### src/design/lms_pkg.sv
// lms_pkg: shared types, codes and constants of the led mode sequencer
// no dependencies; used by the channel interfaces and every design module
package lms_pkg;

  localparam int unsigned DUR_W   = 16;
  localparam int unsigned COUNT_W = 8;
  localparam int unsigned RAMP_W  = 8;
  localparam int unsigned TOG_W   = 9;

  typedef enum logic [1:0] {
    OP_TICK  = 2'd0,
    OP_MODE  = 2'd1,
    OP_FLASH = 2'd2
  } op_t;

  typedef enum logic [2:0] {
    MODE_OFF   = 3'd0,
    MODE_ON    = 3'd1,
    MODE_BLINK = 3'd2,
    MODE_FAST  = 3'd3,
    MODE_PULSE = 3'd4
  } mode_t;

  typedef enum logic {
    CFG_BLINK_INTERVAL = 1'b0,
    CFG_FAST_INTERVAL  = 1'b1
  } cfg_reg_t;

  localparam logic [DUR_W-1:0]  PULSE_STEP_MS     = 16'd50;
  localparam logic [RAMP_W-1:0] PULSE_STEP        = 8'd5;
  localparam logic [RAMP_W-1:0] PULSE_TOP         = 8'd255;
  localparam logic [RAMP_W-1:0] PULSE_THRESHOLD   = 8'd127;
  localparam logic [DUR_W-1:0]  FLASH_PHASE_RESET = 16'd200;
  localparam logic [DUR_W-1:0]  BLINK_RESET       = 16'd500;
  localparam logic [DUR_W-1:0]  FAST_BLINK_RESET  = 16'd100;
  localparam logic [DUR_W-1:0]  SAT_MAX           = 16'hFFFF;

  typedef struct packed {
    logic [1:0]         operation;
    logic [2:0]         mode;
    logic [COUNT_W-1:0] flash_count;
    logic [DUR_W-1:0]   flash_duration_ms;
  } item_t;

  typedef struct packed {
    logic              led_level;
    logic              flash_busy;
    logic [2:0]        current_mode;
    logic [RAMP_W-1:0] pulse_level;
  } result_t;

  typedef struct packed {
    logic [DUR_W-1:0] blink_interval_ms;
    logic [DUR_W-1:0] fast_blink_interval_ms;
  } cfg_t;

  function automatic logic [DUR_W-1:0] sat_inc(input logic [DUR_W-1:0] v);
    sat_inc = (v == SAT_MAX) ? SAT_MAX : v + 1'b1;
  endfunction

endpackage

### src/design/lms_channels.sv
// lms_channels: valid/ready channel interfaces for request, result and config
// depends on lms_pkg for field widths
interface lms_in_if;
  import lms_pkg::*;
  logic               valid;
  logic               ready;
  logic [1:0]         operation;
  logic [2:0]         mode;
  logic [COUNT_W-1:0] flash_count;
  logic [DUR_W-1:0]   flash_duration_ms;

  modport source (output valid, operation, mode, flash_count, flash_duration_ms,
                  input ready);
  modport sink   (input valid, operation, mode, flash_count, flash_duration_ms,
                  output ready);
endinterface

interface lms_out_if;
  import lms_pkg::*;
  logic              valid;
  logic              ready;
  logic              led_level;
  logic              flash_busy;
  logic [2:0]        current_mode;
  logic [RAMP_W-1:0] pulse_level;

  modport source (output valid, led_level, flash_busy, current_mode, pulse_level,
                  input ready);
  modport sink   (input valid, led_level, flash_busy, current_mode, pulse_level,
                  output ready);
endinterface

interface lms_cfg_if;
  import lms_pkg::*;
  logic             valid;
  logic             ready;
  logic             index;
  logic [DUR_W-1:0] data;

  modport source (output valid, index, data, input ready);
  modport sink   (input valid, index, data, output ready);
endinterface

### src/design/lms_cfg_regs.sv
// lms_cfg_regs: blink interval configuration registers
// depends on lms_pkg
module lms_cfg_regs (
  input  logic                    clk,
  input  logic                    rst_n,
  input  logic                    wr_en,
  input  logic                    wr_index,
  input  logic [15:0]             wr_data,
  output lms_pkg::cfg_t           cfg
);
  import lms_pkg::*;

  cfg_t cfg_r;
  cfg_t cfg_nxt;

  always_comb begin
    cfg_nxt = cfg_r;
    if (wr_en) begin
      case (cfg_reg_t'(wr_index))
        CFG_BLINK_INTERVAL: cfg_nxt.blink_interval_ms      = wr_data;
        CFG_FAST_INTERVAL:  cfg_nxt.fast_blink_interval_ms = wr_data;
        default:            cfg_nxt = cfg_r;
      endcase
    end
  end

  always_ff @(posedge clk) begin
    if (!rst_n) begin
      cfg_r.blink_interval_ms      <= BLINK_RESET;
      cfg_r.fast_blink_interval_ms <= FAST_BLINK_RESET;
    end else begin
      cfg_r <= cfg_nxt;
    end
  end

  assign cfg = cfg_r;

endmodule

### src/design/lms_state_core.sv
// lms_state_core: led state registers and their single-pass update per request
// depends on lms_pkg
module lms_state_core (
  input  logic             clk,
  input  logic             rst_n,
  input  logic             advance,
  input  lms_pkg::item_t   item,
  input  lms_pkg::cfg_t    cfg,
  output lms_pkg::result_t result
);
  import lms_pkg::*;

  typedef struct packed {
    logic [2:0]        mode_reg;
    logic              lit_flag;
    logic              pin_level;
    logic [DUR_W-1:0]  since_update;
    logic              flashing;
    logic [TOG_W-1:0]  toggles_left;
    logic [DUR_W-1:0]  phase_length;
    logic [DUR_W-1:0]  phase_elapsed;
    logic [RAMP_W-1:0] ramp_value;
    logic              ramp_rising;
  } led_state_t;

  led_state_t st_r;
  led_state_t st_nxt;

  always_comb begin
    logic [DUR_W-1:0] interval;
    st_nxt   = st_r;
    interval = cfg.blink_interval_ms;
    case (op_t'(item.operation))
      OP_TICK: begin
        st_nxt.since_update = sat_inc(st_r.since_update);
        if (st_r.flashing) begin
          st_nxt.phase_elapsed = sat_inc(st_r.phase_elapsed);
          if (st_nxt.phase_elapsed >= st_r.phase_length) begin
            if (st_r.toggles_left != '0) begin
              st_nxt.toggles_left  = st_r.toggles_left - 1'b1;
              st_nxt.lit_flag      = ~st_r.lit_flag;
              st_nxt.pin_level     = ~st_r.lit_flag;
              st_nxt.phase_elapsed = '0;
            end else begin
              st_nxt.mode_reg     = MODE_OFF;
              st_nxt.since_update = '0;
              st_nxt.pin_level    = 1'b0;
              st_nxt.lit_flag     = 1'b0;
              st_nxt.flashing     = 1'b0;
            end
          end
        end else begin
          case (mode_t'(st_r.mode_reg))
            MODE_BLINK, MODE_FAST: begin
              if (mode_t'(st_r.mode_reg) == MODE_FAST) begin
                interval = cfg.fast_blink_interval_ms;
              end
              if (st_nxt.since_update >= interval) begin
                st_nxt.lit_flag     = ~st_r.lit_flag;
                st_nxt.pin_level    = ~st_r.lit_flag;
                st_nxt.since_update = '0;
              end
            end
            MODE_PULSE: begin
              if (st_nxt.since_update >= PULSE_STEP_MS) begin
                if (st_r.ramp_rising) begin
                  if (st_r.ramp_value >= PULSE_TOP - PULSE_STEP) begin
                    st_nxt.ramp_value  = PULSE_TOP;
                    st_nxt.ramp_rising = 1'b0;
                  end else begin
                    st_nxt.ramp_value = st_r.ramp_value + PULSE_STEP;
                  end
                end else begin
                  if (st_r.ramp_value <= PULSE_STEP) begin
                    st_nxt.ramp_value  = '0;
                    st_nxt.ramp_rising = 1'b1;
                  end else begin
                    st_nxt.ramp_value = st_r.ramp_value - PULSE_STEP;
                  end
                end
                st_nxt.pin_level    = (st_nxt.ramp_value > PULSE_THRESHOLD);
                st_nxt.since_update = '0;
              end
            end
            default: begin
              st_nxt.since_update = sat_inc(st_r.since_update);
            end
          endcase
        end
      end
      OP_MODE: begin
        if (item.mode inside {[MODE_OFF:MODE_PULSE]}) begin
          st_nxt.mode_reg     = item.mode;
          st_nxt.since_update = '0;
          if (mode_t'(item.mode) == MODE_OFF) begin
            st_nxt.pin_level = 1'b0;
            st_nxt.lit_flag  = 1'b0;
            st_nxt.flashing  = 1'b0;
          end else if (mode_t'(item.mode) == MODE_ON) begin
            st_nxt.pin_level = 1'b1;
            st_nxt.lit_flag  = 1'b1;
            st_nxt.flashing  = 1'b0;
          end
        end
      end
      OP_FLASH: begin
        st_nxt.toggles_left  = {item.flash_count, 1'b0};
        st_nxt.phase_length  = item.flash_duration_ms;
        st_nxt.phase_elapsed = '0;
        st_nxt.flashing      = 1'b1;
        st_nxt.lit_flag      = 1'b1;
        st_nxt.pin_level     = 1'b1;
      end
      default: begin
        st_nxt = st_r;
      end
    endcase
  end

  always_ff @(posedge clk) begin
    if (!rst_n) begin
      st_r.mode_reg      <= MODE_OFF;
      st_r.lit_flag      <= 1'b0;
      st_r.pin_level     <= 1'b0;
      st_r.since_update  <= '0;
      st_r.flashing      <= 1'b0;
      st_r.toggles_left  <= '0;
      st_r.phase_length  <= FLASH_PHASE_RESET;
      st_r.phase_elapsed <= '0;
      st_r.ramp_value    <= '0;
      st_r.ramp_rising   <= 1'b1;
    end else if (advance) begin
      st_r <= st_nxt;
    end
  end

  assign result.led_level    = st_nxt.pin_level;
  assign result.flash_busy   = st_nxt.flashing;
  assign result.current_mode = st_nxt.mode_reg;
  assign result.pulse_level  = st_nxt.ramp_value;

endmodule

### src/design/led_mode_sequencer.sv
// led_mode_sequencer: single led driver with modes, pulse ramp and flash patterns
// depends on lms_pkg, lms_channels, lms_cfg_regs and lms_state_core
//
// One request per clock cycle, sustained while the result side is ready: a
// request is captured in the input register, passes the combinational update
// logic of the state core and its result lands in the output register. A
// result-side stall holds both registers. Operation 0 is a one-millisecond
// tick, 1 sets the mode (off, on, blink, fast blink, pulse; codes 5 to 7 do
// nothing), 2 starts a flash of flash_count*2 toggles of flash_duration_ms each,
// beginning lit. Every request gives exactly one result. Interval registers
// should only be written while no request is in flight.
module led_mode_sequencer (
  input logic        clk,
  input logic        rst_n,
  lms_in_if.sink     in_ch,
  lms_out_if.source  out_ch,
  lms_cfg_if.sink    cfg_ch
);
  import lms_pkg::*;

  item_t   in_item_r;
  logic    in_valid_r;
  result_t res_r;
  logic    out_valid_r;
  result_t res_nxt;
  cfg_t    cfg;
  logic    advance;
  logic    in_take;

  assign advance = in_valid_r && (!out_valid_r || out_ch.ready);
  assign in_ch.ready = !in_valid_r || advance;
  assign in_take = in_ch.valid && in_ch.ready;
  assign cfg_ch.ready = 1'b1;

  lms_cfg_regs u_cfg (
    .clk      (clk),
    .rst_n    (rst_n),
    .wr_en    (cfg_ch.valid),
    .wr_index (cfg_ch.index),
    .wr_data  (cfg_ch.data),
    .cfg      (cfg)
  );

  lms_state_core u_core (
    .clk     (clk),
    .rst_n   (rst_n),
    .advance (advance),
    .item    (in_item_r),
    .cfg     (cfg),
    .result  (res_nxt)
  );

  always_ff @(posedge clk) begin
    if (!rst_n) begin
      in_valid_r  <= 1'b0;
      out_valid_r <= 1'b0;
    end else begin
      if (in_ch.ready) begin
        in_valid_r <= in_ch.valid;
      end
      if (advance) begin
        out_valid_r <= 1'b1;
      end else if (out_ch.ready) begin
        out_valid_r <= 1'b0;
      end
    end
  end

  always_ff @(posedge clk) begin
    if (in_take) begin
      in_item_r.operation         <= in_ch.operation;
      in_item_r.mode              <= in_ch.mode;
      in_item_r.flash_count       <= in_ch.flash_count;
      in_item_r.flash_duration_ms <= in_ch.flash_duration_ms;
    end
    if (advance) begin
      res_r <= res_nxt;
    end
  end

  assign out_ch.valid        = out_valid_r;
  assign out_ch.led_level    = res_r.led_level;
  assign out_ch.flash_busy   = res_r.flash_busy;
  assign out_ch.current_mode = res_r.current_mode;
  assign out_ch.pulse_level  = res_r.pulse_level;

endmodule
### src/flat_wrapper.sv
// flat-port wrapper written by rule: the top's interface ports become plain ports
module led_mode_sequencer_flat import lms_pkg::*;
  (clk, rst_n, in_ch_valid, in_ch_operation, in_ch_mode, in_ch_flash_count, in_ch_flash_duration_ms, in_ch_ready, out_ch_valid, out_ch_led_level, out_ch_flash_busy, out_ch_current_mode, out_ch_pulse_level, out_ch_ready, cfg_ch_valid, cfg_ch_index, cfg_ch_data, cfg_ch_ready);
  lms_in_if in_ch_i ();
  lms_out_if out_ch_i ();
  lms_cfg_if cfg_ch_i ();
  input logic clk;
  input logic rst_n;
  input wire logic [$bits(in_ch_i.valid)-1:0] in_ch_valid;
  input wire logic [$bits(in_ch_i.operation)-1:0] in_ch_operation;
  input wire logic [$bits(in_ch_i.mode)-1:0] in_ch_mode;
  input wire logic [$bits(in_ch_i.flash_count)-1:0] in_ch_flash_count;
  input wire logic [$bits(in_ch_i.flash_duration_ms)-1:0] in_ch_flash_duration_ms;
  output wire logic [$bits(in_ch_i.ready)-1:0] in_ch_ready;
  output wire logic [$bits(out_ch_i.valid)-1:0] out_ch_valid;
  output wire logic [$bits(out_ch_i.led_level)-1:0] out_ch_led_level;
  output wire logic [$bits(out_ch_i.flash_busy)-1:0] out_ch_flash_busy;
  output wire logic [$bits(out_ch_i.current_mode)-1:0] out_ch_current_mode;
  output wire logic [$bits(out_ch_i.pulse_level)-1:0] out_ch_pulse_level;
  input wire logic [$bits(out_ch_i.ready)-1:0] out_ch_ready;
  input wire logic [$bits(cfg_ch_i.valid)-1:0] cfg_ch_valid;
  input wire logic [$bits(cfg_ch_i.index)-1:0] cfg_ch_index;
  input wire logic [$bits(cfg_ch_i.data)-1:0] cfg_ch_data;
  output wire logic [$bits(cfg_ch_i.ready)-1:0] cfg_ch_ready;
  assign in_ch_i.valid = in_ch_valid;
  assign in_ch_i.operation = in_ch_operation;
  assign in_ch_i.mode = in_ch_mode;
  assign in_ch_i.flash_count = in_ch_flash_count;
  assign in_ch_i.flash_duration_ms = in_ch_flash_duration_ms;
  assign in_ch_ready = in_ch_i.ready;
  assign out_ch_valid = out_ch_i.valid;
  assign out_ch_led_level = out_ch_i.led_level;
  assign out_ch_flash_busy = out_ch_i.flash_busy;
  assign out_ch_current_mode = out_ch_i.current_mode;
  assign out_ch_pulse_level = out_ch_i.pulse_level;
  assign out_ch_i.ready = out_ch_ready;
  assign cfg_ch_i.valid = cfg_ch_valid;
  assign cfg_ch_i.index = cfg_ch_index;
  assign cfg_ch_i.data = cfg_ch_data;
  assign cfg_ch_ready = cfg_ch_i.ready;
  led_mode_sequencer u_core (.clk(clk), .rst_n(rst_n), .in_ch(in_ch_i), .out_ch(out_ch_i), .cfg_ch(cfg_ch_i));
endmodule
### config.mk
export PLATFORM = sky130hd
export DESIGN_NAME = led_mode_sequencer_flat
export DESIGN_NICKNAME = d
export VERILOG_FILES = /design/src/design/lms_pkg.sv /design/src/design/lms_channels.sv /design/src/design/lms_cfg_regs.sv /design/src/design/lms_state_core.sv /design/src/design/led_mode_sequencer.sv /design/src/flat_wrapper.sv
export SDC_FILE = /design/constraint.sdc
export NUM_CORES = 1
export LEC_CHECK = 0
export BUFFER_PORTS_ARGS = -buffer_cell sky130_fd_sc_hd__buf_2
export CAP_MARGIN = 20
export CORE_MARGIN = 8
export CORE_UTILIZATION = 25
export CTS_CLUSTER_SIZE = 14
export DETAILED_ROUTE_END_ITERATION = 16
export PLACE_DENSITY_LB_ADDON = 0.12
export SETUP_SLACK_MARGIN = 0.4
export SLEW_MARGIN = 30
export SYNTH_ARGS = -nofsm -noshare
export SYNTH_HDL_FRONTEND = slang
export SYNTH_SLANG_ARGS = --single-unit
### constraint.sdc
create_clock -name clk -period 5.6 [get_ports clk]
set_input_delay 0.28 -clock clk [delete_from_list [all_inputs] [get_ports clk]]
set_output_delay 0.28 -clock clk [all_outputs]
set_load 0.03 [all_outputs]
Word level (Yosys, flattened, before mapping)
Index checks and enable logic that the tools add are counted.
{"block": "totals", "regBits": 148, "inputBits": 51, "wordCells": 125}
{"block": "op_classes", "n_reduce_logical": 23, "n_mux": 48, "bitwise": 3, "n_addsub": 5, "eq_ne": 16, "n_lt_le_gt_ge": 8}
{"cell": "16-bit two-way mux", "n": 9}
{"cell": "16-bit case mux with 2 select lines", "n": 3}
{"cell": "9-bit two-way mux", "n": 10}
{"cell": "18-bit two-way mux", "n": 2}
{"cell": "17-bit two-way mux", "n": 2}
{"cell": "16-bit by 1-bit adder with 16-bit output (second input constant)", "n": 2}
{"cell": "16-bit equality test (second input constant)", "n": 2}
{"cell": "16-bit greater-or-equal comparator", "n": 2}
{"cell": "31-bit two-way mux", "n": 1}
{"cell": "22-bit two-way mux", "n": 1}
{"cell": "9-bit case mux with 2 select lines", "n": 1}
{"cell": "16-bit by 6-bit greater-or-equal comparator with 1-bit output (second input constant)", "n": 1}
{"cell": "8-bit two-way mux", "n": 2}
{"cell": "10-bit two-way mux", "n": 1}
{"cell": "5-bit AND reduction", "n": 2}
{"cell": "3-bit inequality test (second input constant)", "n": 3}
{"cell": "9-bit nonzero test", "n": 1}
{"cell": "9-bit by 1-bit subtractor with 9-bit output (second input constant)", "n": 1}
{"cell": "8-bit by 3-bit adder with 8-bit output (second input constant)", "n": 1}
{"cell": "8-bit greater-or-equal comparator (second input constant)", "n": 1}
{"cell": "8-bit by 7-bit > comparator with 1-bit output (second input constant)", "n": 1}
{"cell": "8-bit by 3-bit <= comparator with 1-bit output (second input constant)", "n": 1}
{"cell": "2-bit inequality test (second input constant)", "n": 4}
{"cell": "8-bit by 3-bit subtractor with 8-bit output (second input constant)", "n": 1}
{"cell": "other kinds (27)", "n": 48}

Logic depth before layout (Yosys ltp)
Gate-level depths: netlist of run 1.
{"block": "logic_depth", "word_depth": 12, "depth_mapped": 20}

Modules after synthesis
A second synthesis of run 1 with hierarchy kept.
{"block": "hier_totals", "hier_cells": 948, "hier_area_um2": 8319.2}
{"mod": "lms_state_core", "n_inst": 1, "cells_per_inst": 764, "area_each_um2": 5705.5, "seq_area_each_um2": 1441.4}
{"mod": "led_mode_sequencer", "n_inst": 1, "cells_per_inst": 53, "area_each_um2": 1376.3, "seq_area_each_um2": 1301.2}
{"mod": "lms_cfg_regs", "n_inst": 1, "cells_per_inst": 131, "area_each_um2": 1237.4, "seq_area_each_um2": 640.6}

Least setup slack after synthesis of run 1
OpenSTA, ideal clock, no wires.
{"block": "synth_path", "kind": "flip-flop to flip-flop", "from": "reg u_core.u_core.st_r[9] in the netlist's numbering", "to": "reg u_core.u_core.st_r[45] in the netlist's numbering", "slack_ps": 1753, "path_stages_with_launch": 20, "t_arrival_ps": 3726, "period_less_slack_ps": 3847, "setup_ps": 121, "t_required_ps": 5479, "path_cell_list": "dfxtp_1 -> ha_1 -> and3_1 -> nand3_1 -> nor2b_1 -> nand3_1 -> clkbuf_1 -> nand2_1 -> inv_1 -> ha_1 -> or3b_1 -> o2111ai_1 -> a31o_2 -> a31oi_1 -> a2111o_1 -> o21a_1 -> o21ba_2 -> buf_2 -> o21ai_0 -> a21oi_1"}
{"block": "synth_via", "elab_chain_len": 5, "elab_cells_between_ends": 6}
{"item": "start: declaration", "line_no": "lms_state_core.sv:26", "source": "led_state_t st_r;"}
{"item": "start signal: assignment", "line_no": "lms_state_core.sv:133", "source": "st_r <= st_nxt;"}
{"item": "16-bit by 1-bit adder with 16-bit output or 16-bit equality test (tied branches)", "line_no": "lms_pkg.sv:58", "source": "sat_inc = (v == SAT_MAX) ? SAT_MAX : v + 1'b1;"}
{"item": "16-bit two-way mux (*)", "line_no": "lms_pkg.sv:58"}
{"item": "16-bit greater-or-equal comparator (*)", "line_no": "lms_state_core.sv:38", "source": "if (st_nxt.phase_elapsed >= st_r.phase_length) begin"}
{"item": "2-bit inequality test (no source line) (*)"}
{"item": "5-bit AND reduction (no source line) (*)"}
Every way passes the cells marked *; elsewhere a longest branch is shown, timed or not.
A chain may end at the register's enable or synchronous reset.

Worst setup path in the final report of run 1
{"block": "layout_path", "from": "reg u_core.u_core.st_r[9] in the netlist's numbering", "to": "reg u_core.u_core.st_r[10] in the netlist's numbering"}
{"block": "layout_via", "elab_chain_len": 6, "elab_cells_between_ends": 8}
{"item": "16-bit by 1-bit adder with 16-bit output or 16-bit equality test (tied branches)", "line_no": "lms_pkg.sv:58"}
{"item": "16-bit two-way mux (*)", "line_no": "lms_pkg.sv:58"}
{"item": "16-bit greater-or-equal comparator or 16-bit two-way mux (tied branches)", "line_no": "lms_state_core.sv:38, lms_state_core.sv:39"}
{"item": "16-bit two-way mux (*)", "line_no": "lms_state_core.sv:38"}
{"item": "16-bit two-way mux (*)", "line_no": "lms_state_core.sv:36", "source": "if (st_r.flashing) begin"}
{"item": "16-bit case mux with 2 select lines (*)", "line_no": "lms_state_core.sv:33", "source": "case (op_t'(item.operation))"}
Every way passes the cells marked *; elsewhere a longest branch is shown, timed or not. The select of a mux whose other input is x is not followed.

==> metrics.cfg, run 1 <==
[setup_path]
worstPathMaxFanout = 16
crit_path_start_kind = flop
crit_arrival_ns = 4.98
crit_buf_inv = 1
end_kind = flop
cpMaxStageDelayCell = and3_1
path_delay_family = simple AND/OR/NAND/NOR gates
critPathKind = reg2reg
slowest_delay_ns = 0.61
worst_ep_required_time_ns = 5.95
cp_cell_sequence = ha_1 > and3_1 > nand3_1 > nor2b_1 > nand3_1 > nand2_1 > inv_1 > ha_1 > or3b_1 > o2111ai_1 > a31o_2 > a31oi_1 > a2111o_1 > nand2_1 > and3_1 > a22oi_1 > nor2_1

[die]
die_w_microns = 194
coreArea_sq_um = 31400
initial_core_util_pct = 25.3
rows = 65
die_y_microns = 194
io_pins = 67
dieArea_sq_um = 37700

[finish]
layout-drive-gt1-share_pct = 13.2
final_cell_mix = nand2_1 (165), dfxtp_1 (106), a21oi_1 (82), nor2_1 (76), buf_2 (65)
n_antenna_cell = 0
num-nets-final = 1045
mostFrequentLayoutCell = nand2_1
fill_cells = 3383
area_delta_synth_final_pct = 15.5

[synth]
synth_edf_count = 42
ys_seq_area_share_pct = 42.7
synth.area.top_cells = dfxtp_1 (27%), edfxtp_1 (16%), nand2_1 (7.8%), ha_1 (6.2%), a21oi_1 (5.2%)
async_reset_ff_share_pct = 0
synth-seq-cells = 148
synth_area_per_cell_sq_um = 8.67
ys_types = 79
synth_area_sq_um = 7930
synth_top_area_share_pct = 26.8
ys_warn_count = 0
synth_top_flop_cell = dfxtp_1
synth_nets = 1004
synth_cells = 914
yosys.area.top_type = dfxtp_1

[sta]
tightest_slew_ns = 0.898
finalHoldViolCount = 0
fmax_ghz = 0.216
clock_skew_ns = 0.0107
final.setup.tns_ns = 0
period_share_pct = 82.6
slew_violations = 0
finalSetupViolCount = 0
rsz0062_at_grt = no
relSlewSlack_pct = 40.1
period_minus_slack_ns = 4.63

[global_routing]
grt_pass1_vias = 6431
grt_pass1_wl_microns = 35200
grt_use_total_pct = 11.5
grt_antenna_before_repair = 0
grt_max_degree = 75
grt-ovfl-total = 0

[power]
p_comb_share_pct = 6.7
power_frac_seq_pct = 48.4
power.density_nw_per_um2 = 262
p_total_w = 0.00240
leakage_nw = 3.64
p_switching_w = 0.000596
switching_share_pct = 24.9
irDropWorstVdd_mv = 0.159
clock_power_share_pct = 44.9
internal_power_w = 0.00180

[clocking]
max-clock-path-buffers = 2
cts_inserted_buffers = 17
cts_sinks = 148
root_buffer = clkbuf_16
post_cts_buffers = 0
htreeDepth = 4
ctsResizeCount = 0
cts_tree = done
clock_latency_ns = 0.43
clkTransAtPathRegs_ns = 0.06

[run_status]
status = finished, final reports clean

[run]
max_cap_viol_count = 0

[min_path]
hp-class = in2reg

[place]
hpwl_microns = 15100
io_buffers = 65
globalplace.congestion = 0.755

[drt]
via_per_inst = 4.71
first_pass_iters = 5
drc = 0
wl_microns = 21500
drt_iter0_markers = 418
avgRoutedWirePerCell_microns = 15.7
antenna_left = 0
num_vias = 6454

-- cell usage after synthesis (9+ instances only) --
| library cell | n |
|---|---|
| a21oi_1 | 82 |
| a22oi_1 | 18 |
| a31oi_1 | 9 |
| a32o_1 | 11 |
| buf_2 | 10 |
| clkbuf_1 | 38 |
| dfxtp_1 | 106 |
| edfxtp_1 | 42 |
| ha_1 | 39 |
| inv_1 | 33 |
| mux2i_1 | 31 |
| nand2_1 | 165 |
| nand2b_1 | 12 |
| nand3_1 | 23 |
| nand4_1 | 9 |
| nor2_1 | 78 |
| nor2b_1 | 14 |
| nor3_1 | 17 |
| o21ai_0 | 37 |
| xnor2_1 | 15 |
-- power groups by stage --
stage / clock [W] / sequential [W] / combinational (W)
floorplan: 0 / 0.00119 / 0.0000925
global placement: 0 / 0.00119 / 0.000159
detailed placement: 0 / 0.00119 / 0.000158
CTS: 0.00112 / 0.00116 / 0.000163
global route: 0.00116 / 0.00117 / 0.000179
finish: 0.00108 / 0.00116 / 0.000160
-- repair_timing --
action,4_1_cts,5_1_grt
hold buffers,8,0
hold endpoints to repair,8,0
endpoints found under the setup margin,0,0
-- final cells by class --
cell class                 instances  area, sq um  share of cell area, %
clock buffer                      19          433                   4.73
multi-input combinational        676         4160                   45.4
inverter                          35          131                   1.43
timing repair buffer              77          435                   4.75
sequential                       148         3380                   36.9
tap                              402          503                   5.49
clock inverter                    13          111                   1.22
-- final timing paths --
check | start | to | slack (ns) | cells after the start
setup reg to reg | u_core.u_core.st_r[9]$_SDFFE_PN0P_ | u_core.u_core.st_r[10]$_SDFFE_PN0P_ | 0.97 | 17
hold reg to reg | u_core.u_cfg.cfg[27]$_SDFFE_PN0P_ | u_core.u_cfg.cfg[27]$_SDFFE_PN0P_ | 0.45 | 2
setup / recovery | u_core.u_core.st_r[9]$_SDFFE_PN0P_ | u_core.u_core.st_r[10]$_SDFFE_PN0P_ | 0.97 | 17
hold / removal | in_ch_flash_duration_ms[7] | u_core.in_item_r[7]$_DFFE_PP_ | 0.03 | 1
-- registers in the layout, indices dropped and copies added, names as in the netlist --
name                        flops
u_core.out_ch.valid             1
u_core.out_ch.pulse_level       8
u_core.in_item_r               29
u_core.out_ch.current_mode      3
u_core.u_core.st_r             72
u_core.u_cfg.cfg               32
u_core.in_valid_r               1
u_core.out_ch.led_level         1
u_core.out_ch.flash_busy        1
-- metal layers --
metal  global-route usage, %  part of all wire, %
met5                       0                    0
met4                    3.31                 0.87
met3                    2.29                  2.6
met2                    17.8                   45
met1                    15.9                   52
-- kinds of logic after synthesis --
family,Yosys count,share of synthesized area (%)
simple gates,360,21.1
compound gates,211,17.0
flops,148,42.7
buf+inv,90,4.92
mux,42,5.52
fa+ha+maj,39,6.15
xor+xnor,23,2.64
other cells,1,0.0473
-- metrics by stage --
step / utilization [%] / setup slack [ns] / hold slack, ns / instance area, sq um / instances
2_1_floorplan: - / 1.75 / 0.379 / 7930 / 914
3_3_place_gp: 27.2 / 0.890 / 0.443 / 8530 / 1330
3_5_place_dp: 27.2 / 0.921 / 0.447 / 8530 / 1330
4_1_cts: 29.2 / 0.919 / 0.000314 / 9160 / 1370
5_1_grt: 29.2 / 0.437 / 0.000839 / 9160 / 1370
6_report: 29.2 / 0.972 / 0.0270 / 9160 / 1370
(Power assumes the default switching activity.)
==> run 2: changes to the inputs <==
--- a/config.mk
+++ b/config.mk
@@ -5,6 +5,7 @@
 export SDC_FILE = /design/constraint.sdc
 export NUM_CORES = 1
 export LEC_CHECK = 0
+export ABC_AREA = 1
 export BUFFER_PORTS_ARGS = -buffer_cell sky130_fd_sc_hd__buf_2
 export CAP_MARGIN = 20
 export CORE_MARGIN = 8
==> constraint.sdc (replaced) <==
create_clock -name clk -period 4.68 [get_ports clk]
set_input_delay 0.234 -clock clk [delete_from_list [all_inputs] [get_ports clk]]
set_output_delay 0.234 -clock clk [all_outputs]
set_load 0.03 [all_outputs]
==> run 2 against run 1 <==
Sequential cell count is the same. Count of clock-buffer cells in the layout shrank 1. Total power grew 24%. Combinational power grew 62%. Critical endpoint is now u_core.u_core.st_r[59]$_SDFFE_PN0P_. Largest power group unchanged.
==> metrics.cfg, run 2 <==
[run]
max_cap_viol_count = 0

[finish]
area_delta_synth_final_pct = 20.3
multi_input_area_sq_um = 3930
largest_register_ffs = 72
num-nets-final = 1222
finalInstanceArea_sq_um = 9500
regMostFlops = u_core.u_core.st_r
layout-drive-gt1-share_pct = 11.4
seq_area_sq_um = 3380
n_antenna_cell = 0
final_cell_mix = nand2_1 (201), nor2_1 (127), inv_1 (116), dfxtp_1 (106), o21ai_0 (101)
fill_cells = 3321
fin_util_pct = 30.3
mostFrequentLayoutCell = nand2_1

[drt]
via_per_inst = 4.41
wl_microns = 21500
drt_iter0_markers = 364
num_vias = 6819
drc = 0
avgRoutedWirePerCell_microns = 13.9
first_pass_iters = 6
antenna_left = 0

[synth]
yosys.area_share.adder_pct = 6.18
synth_nets = 1133
synth_compound_area_share_pct = 14.6
synth_edf_count = 42
synth.most_common_cell = nand2_1
synth_top_area_share_pct = 26.9
ys_types = 45
async_reset_ff_share_pct = 0
synth_top_family_by_area = simple AND/OR/NAND/NOR gates
ys_seq_area_share_pct = 42.9
synth_common_cells = nand2_1 (201), nor2_1 (127), inv_1 (116)
yosys.area.top_type = dfxtp_1
synth-seq-cells = 148
synth_area_per_cell_sq_um = 7.57
synthMuxAreaShare_pct = 1.90
synth.area.top_cells = dfxtp_1 (27%), edfxtp_1 (16%), nand2_1 (9.6%), o21ai_0 (6.4%), ha_1 (6.2%)
synth_simple_gate_area_share_pct = 24.7
ys_warn_count = 0
synth-xor-area-share_pct = 2.11
synth_top_flop_cell = dfxtp_1
synth_area_sq_um = 7890
synth_cells = 1043

[sta]
relSlewSlack_pct = 42.4
period_minus_slack_ns = 3.75
fmax_ghz = 0.267
finalSetupViolCount = 0
period_share_pct = 80.1
slew_violations = 0
rsz0062_at_grt = no
finalHoldViolCount = 0
clock_skew_ns = 0.0118
fin_ws_ns = 0.931
final.setup.tns_ns = 0
tightest_slew_ns = 0.863

[setup_path]
worstPathMaxFanout = 14
critPathKind = reg2reg
worst_ep_required_time_ns = 5.01
end_kind = flop
crit_arrival_ns = 4.08
crit_path_start_kind = flop

[place]
dp_worst_setup_slack_ns = 0.719
globalplace.congestion = 0.782
hpwl_microns = 15400
dpl_cell_area_sq_um = 8630
io_buffers = 65

[global_routing]
grt_antenna_before_repair = 0
grt_use_total_pct = 11.6
grt-ovfl-total = 0
grt_max_degree = 61
grt_pass1_vias = 6668
grt_pass1_wl_microns = 35600

[power]
power.density_nw_per_um2 = 314
leakage_nw = 4.14
irDropWorstVdd_mv = 0.189

[clocking]
cts_inserted_buffers = 17
root_buffer = clkbuf_16
cts_tree = done
post_cts_buffers = 0
clkTransAtPathRegs_ns = 0.07
clock_latency_ns = 0.43
cts_sinks = 148
max-clock-path-buffers = 2
htreeDepth = 4

[die]
io_pins = 67
dieArea_sq_um = 37500
die_w_microns = 194
die_y_microns = 194
coreArea_sq_um = 31300
initial_core_util_pct = 25.2
rows = 65

[min_path]
hp-class = in2reg

[run_status]
status = finished, final reports clean

run 2: cell count changes in the layout (fill, tap and decap cells not counted), sizes merged, moves of 14 or more:
| cell | before | now |
|---|---|---|
| o21ai | 40 | 105 |
| nor2b | 14 | 0 |
| a22oi | 18 | 0 |
| nor2 | 79 | 132 |
| mux2i | 31 | 15 |
| dlygate4sd3 | 8 | 29 |
| inv | 34 | 121 |
| nand2 | 167 | 207 |
| nand3 | 23 | 74 |
run 2: worst max-delay path, cell delays in order (launching register included):
cell and delay (ns):
dfxtp_1 0.41, ha_1 0.22, nand3_1 0.13, nor3_1 0.30
inv_1 0.13, nor2_1 0.15, nand4_1 0.16, nor3_1 0.23
a21oi_1 0.09, o21ai_0 0.11, ha_1 0.29, nand4_1 0.10
inv_1 0.05, a21oi_1 0.18, nand3_2 0.21, nand3_2 0.20
nand2_1 0.07, inv_1 0.36, nand3_1 0.13, a21oi_1 0.14
run 2: through the flow:
step	hold slack, ns	power (W)	std cells
after global placement	0.410	0.00167	1486
final	0.0370	0.00298	1547
after global routing	0.0349	0.00313	1547
after detailed placement	0.412	0.00167	1486
after CTS	0.0247	0.00304	1547
after floorplan	0.333	0.00158	1043
run 2: what timing repair did:
| item | in CTS | in global routing |
|---|---|---|
| setup endpoints to repair | 0 | 19 |
| resized for setup | 0 | 3 |
| endpoints found under the hold margin | 29 | 0 |
| hold buffers | 29 | 0 |
run 2: where the power goes:
part,internal (W),switching (W)
sequential,0.00137,0.0000274
combinational,0.0000946,0.000164
clock,0.000737,0.000583
total,0.00220,0.000775
run 2: area by class of cell:
class	count	area share, %
Timing Repair Buffer	102	7.11
Tap cell	402	5.30
Clock inverter	14	1.36
Sequential cell	148	35.6
Inverter	119	4.72
Multi-Input combinational cell	744	41.4
Clock buffer	18	4.52
run 2: logic make-up after synthesis:
| logic type | after synthesis |
|---|---|
| DFF | 148 |
| xor gates and xnor gates | 19 |
| other | 1 |
| muxes | 15 |
| AOI/OAI and AO/OA | 217 |
| adders and majority gates | 39 |
| and+or+nand+nor | 453 |
| buffers and inverters | 151 |
run 2: path summary, 6_finish.rpt:
path | slack (ns) | cells past startpoint | startpoint | endpoint
worst min-delay path | 0.04 | 3 | cfg_ch_data[8] | u_core.u_cfg.cfg[24]$_SDFFE_PN1P_
worst max register to register | 0.93 | 19 | u_core.u_core.st_r[9]$_SDFFE_PN0P_ | u_core.u_core.st_r[59]$_SDFFE_PN0P_
worst max-delay path | 0.93 | 19 | u_core.u_core.st_r[9]$_SDFFE_PN0P_ | u_core.u_core.st_r[59]$_SDFFE_PN0P_
worst min register to register | 0.45 | 2 | u_core.u_cfg.cfg[23]$_SDFFE_PN1P_ | u_core.u_cfg.cfg[23]$_SDFFE_PN1P_
run 2: routing by layer:
layer | up-vias | part of all wire [%] | track usage [%]
li1 | 3660 | - | -
met1 | 3045 | 54 | 16.8
met2 | 102 | 42 | 17.2
met3 | 12 | 3.0 | 2.29
met4 | 0 | 0.81 | 2.94
met5 | - | 0 | 0
==> run 3: changes to the inputs <==
--- a/config.mk
+++ b/config.mk
@@ -5,7 +5,7 @@
 export SDC_FILE = /design/constraint.sdc
 export NUM_CORES = 1
 export LEC_CHECK = 0
-export ABC_AREA = 1
+export ABC_AREA = 0
 export BUFFER_PORTS_ARGS = -buffer_cell sky130_fd_sc_hd__buf_2
 export CAP_MARGIN = 20
 export CORE_MARGIN = 8
==> constraint.sdc (replaced) <==
create_clock -name clk -period 3.4 [get_ports clk]
set_input_delay 0.17 -clock clk [delete_from_list [all_inputs] [get_ports clk]]
set_output_delay 0.17 -clock clk [all_outputs]
set_load 0.03 [all_outputs]
==> run 3 against run 2 <==
The flow now finishes with violations (negative setup slack). Clock skew up 0.0026 ns. Count of clock-buffer cells in the layout up 1. Sequential cell count unchanged. Clock power is 52% higher. Total power rose by 43%. Die area increased by 0.41%. Critical endpoint is now u_core.out_ch.led_level$_DFFE_PP_.
==> metrics.cfg, run 3 (synthesized netlist as in run 1, its figures left out) <==
[sta]
fin_ws_ns = -0.0711
fmax_ghz = 0.288
relSlewSlack_pct = 49.9
clock_skew_ns = 0.0144
tightest_slew_ns = 0.750
finalSetupViolCount = 7
finalHoldViolCount = 0
period_minus_slack_ns = 3.47
rsz0062_at_grt = yes
slew_violations = 0
period_share_pct = 102
final.setup.tns_ns = -0.266

[finish]
final_cell_mix = nand2_1 (156), buf_4 (114), dfxtp_1 (91), a21oi_1 (74), nor2_1 (73)
multi_input_area_sq_um = 4870
mostFrequentLayoutCell = nand2_1
area_delta_synth_final_pct = 44.5
seq_area_sq_um = 3410
fill_cells = 3234
fin_util_pct = 36.5
regMostFlops = u_core.u_core.st_r
n_antenna_cell = 0
largest_register_ffs = 72
layout-drive-gt1-share_pct = 33.0
num-nets-final = 1216

[power]
p_total_w = 0.00426
irDropWorstVdd_mv = 0.266
power.density_nw_per_um2 = 372
leakage_nw = 4.67

[global_routing]
grt-ovfl-total = 0
grt_pass1_wl_microns = 38200
grt_use_total_pct = 12.5
grt_max_degree = 39
grt_pass1_vias = 7127
grt_antenna_before_repair = 0

[die]
coreArea_sq_um = 31400
io_pins = 67
initial_core_util_pct = 25.3
die_w_microns = 194
dieArea_sq_um = 37700
die_y_microns = 194
rows = 65

[clocking]
max-clock-path-buffers = 2
root_buffer = clkbuf_16
htreeDepth = 4
cts_sinks = 148
clkTransAtPathRegs_ns = 0.07
cts_inserted_buffers = 17
clock_latency_ns = 0.43
cts_tree = done

[setup_path]
crit_buf_inv = 2
cpMaxStageDelayCell = dfxtp_4
slowest_delay_ns = 0.37
critPathKind = reg2reg
crit_arrival_ns = 3.65
end_kind = flop
worstPathMaxFanout = 4
path_delay_family = compound AO/OA/AOI/OAI gates
worst_ep_required_time_ns = 3.57
crit_path_start_kind = flop
cp_cell_sequence = buf_4 > nand3_4 > nor4_2 > mux2i_1 > inv_1 > ha_1 > nand4_1 > a2111oi_4 > a211oi_4 > nor2_4 > nor2_1 > mux2_4 > o311ai_4 > o21ai_1

[run_status]
status = finished, violations left
failed_checks = negative setup slack

[place]
globalplace.congestion = 0.750
io_buffers = 65
hpwl_microns = 16000
dp_worst_setup_slack_ns = -0.209

[run]
max_cap_viol_count = 0

[min_path]
hp-class = in2reg

[drt]
wl_microns = 23800
num_vias = 7181
first_pass_iters = 7
drt_iter0_markers = 303
drc = 0
antenna_left = 0
avgRoutedWirePerCell_microns = 15.4
via_per_inst = 4.66

==> run 3: changes by cell type in the layout (fill, tap and decap cells not counted), moves of 17 or more <==
cell	before	now
nand3_1	68	18
nor2_1	127	73
inv_1	116	30
buf_4	8	114
o21ai_0	101	21
a21oi_1	92	74
buf_6	0	17
nand2_1	201	156
a22oi_2	0	18
==> run 3: area by class of cell <==
cell class / count / area share (%)
Clock buffer: 19 / 3.78
Clock inverter: 13 / 1.59
Inverter: 35 / 1.15
Multi-Input combinational cell: 678 / 42.5
Sequential cell: 148 / 29.8
Tap cell: 402 / 4.39
Timing Repair Buffer: 246 / 16.8
==> run 3: worst paths after layout <==
path                                  startpoint  cells past startpoint                                 to  slack, ns
min reg2reg    u_core.u_cfg.cfg[27]$_SDFFE_PN0P_                      2  u_core.u_cfg.cfg[27]$_SDFFE_PN0P_       0.45
min                               cfg_ch_data[0]                      3   u_core.u_cfg.cfg[0]$_SDFFE_PN0P_       0.02
max reg2reg  u_core.u_core.st_r[52]$_SDFFE_PN0P_                     14  u_core.out_ch.led_level$_DFFE_PP_      -0.07
max          u_core.u_core.st_r[52]$_SDFFE_PN0P_                     14  u_core.out_ch.led_level$_DFFE_PP_      -0.07
==> run 3: power by group <==
group | internal (W) | switching (W) | leakage (nW)
clock network | 0.00123 | 0.000779 | 0.293
registers | 0.00187 | 0.0000340 | 1.27
logic | 0.000140 | 0.000202 | 3.11
total | 0.00324 | 0.00101 | 4.67
==> run 3: routing by layer <==
metal | global-route usage, % | vias up | routed length [microns]
met4 | 3.54 | 0 | 279
met3 | 2.59 | 21 | 622
met2 | 19.9 | 97 | 10900
met5 | 0 | - | 0
met1 | 16.7 | 3396 | 12000
li1 | - | 3667 | -
==> run 3: tightest hold or removal path: cells and delay by family <==
kind / cells / cell delay, ns
AOI/OAI and AO/OA: 1 / 0.05
and+or+nand+nor: 1 / 0.05
buffers and inverters: 1 / 0.12
==> run 3: stage by stage <==
step	cell area, sq um	hold slack [ns]	cells
floorplan	8120	0.269	914
global placement	9440	0.346	1429
detailed placement	9440	0.348	1429
CTS	11100	0.000413	1532
global route	11500	0.0347	1541
finish	11500	0.0199	1541
==> run 3: what timing repair did <==
item	in CTS	in global routing
resized for setup	100	57
setup endpoints to repair	62	69
setup buffers	24	8
hold buffers	45	0
endpoints found under the hold margin	59	0
pin swaps	30	22
gates cloned	2	1
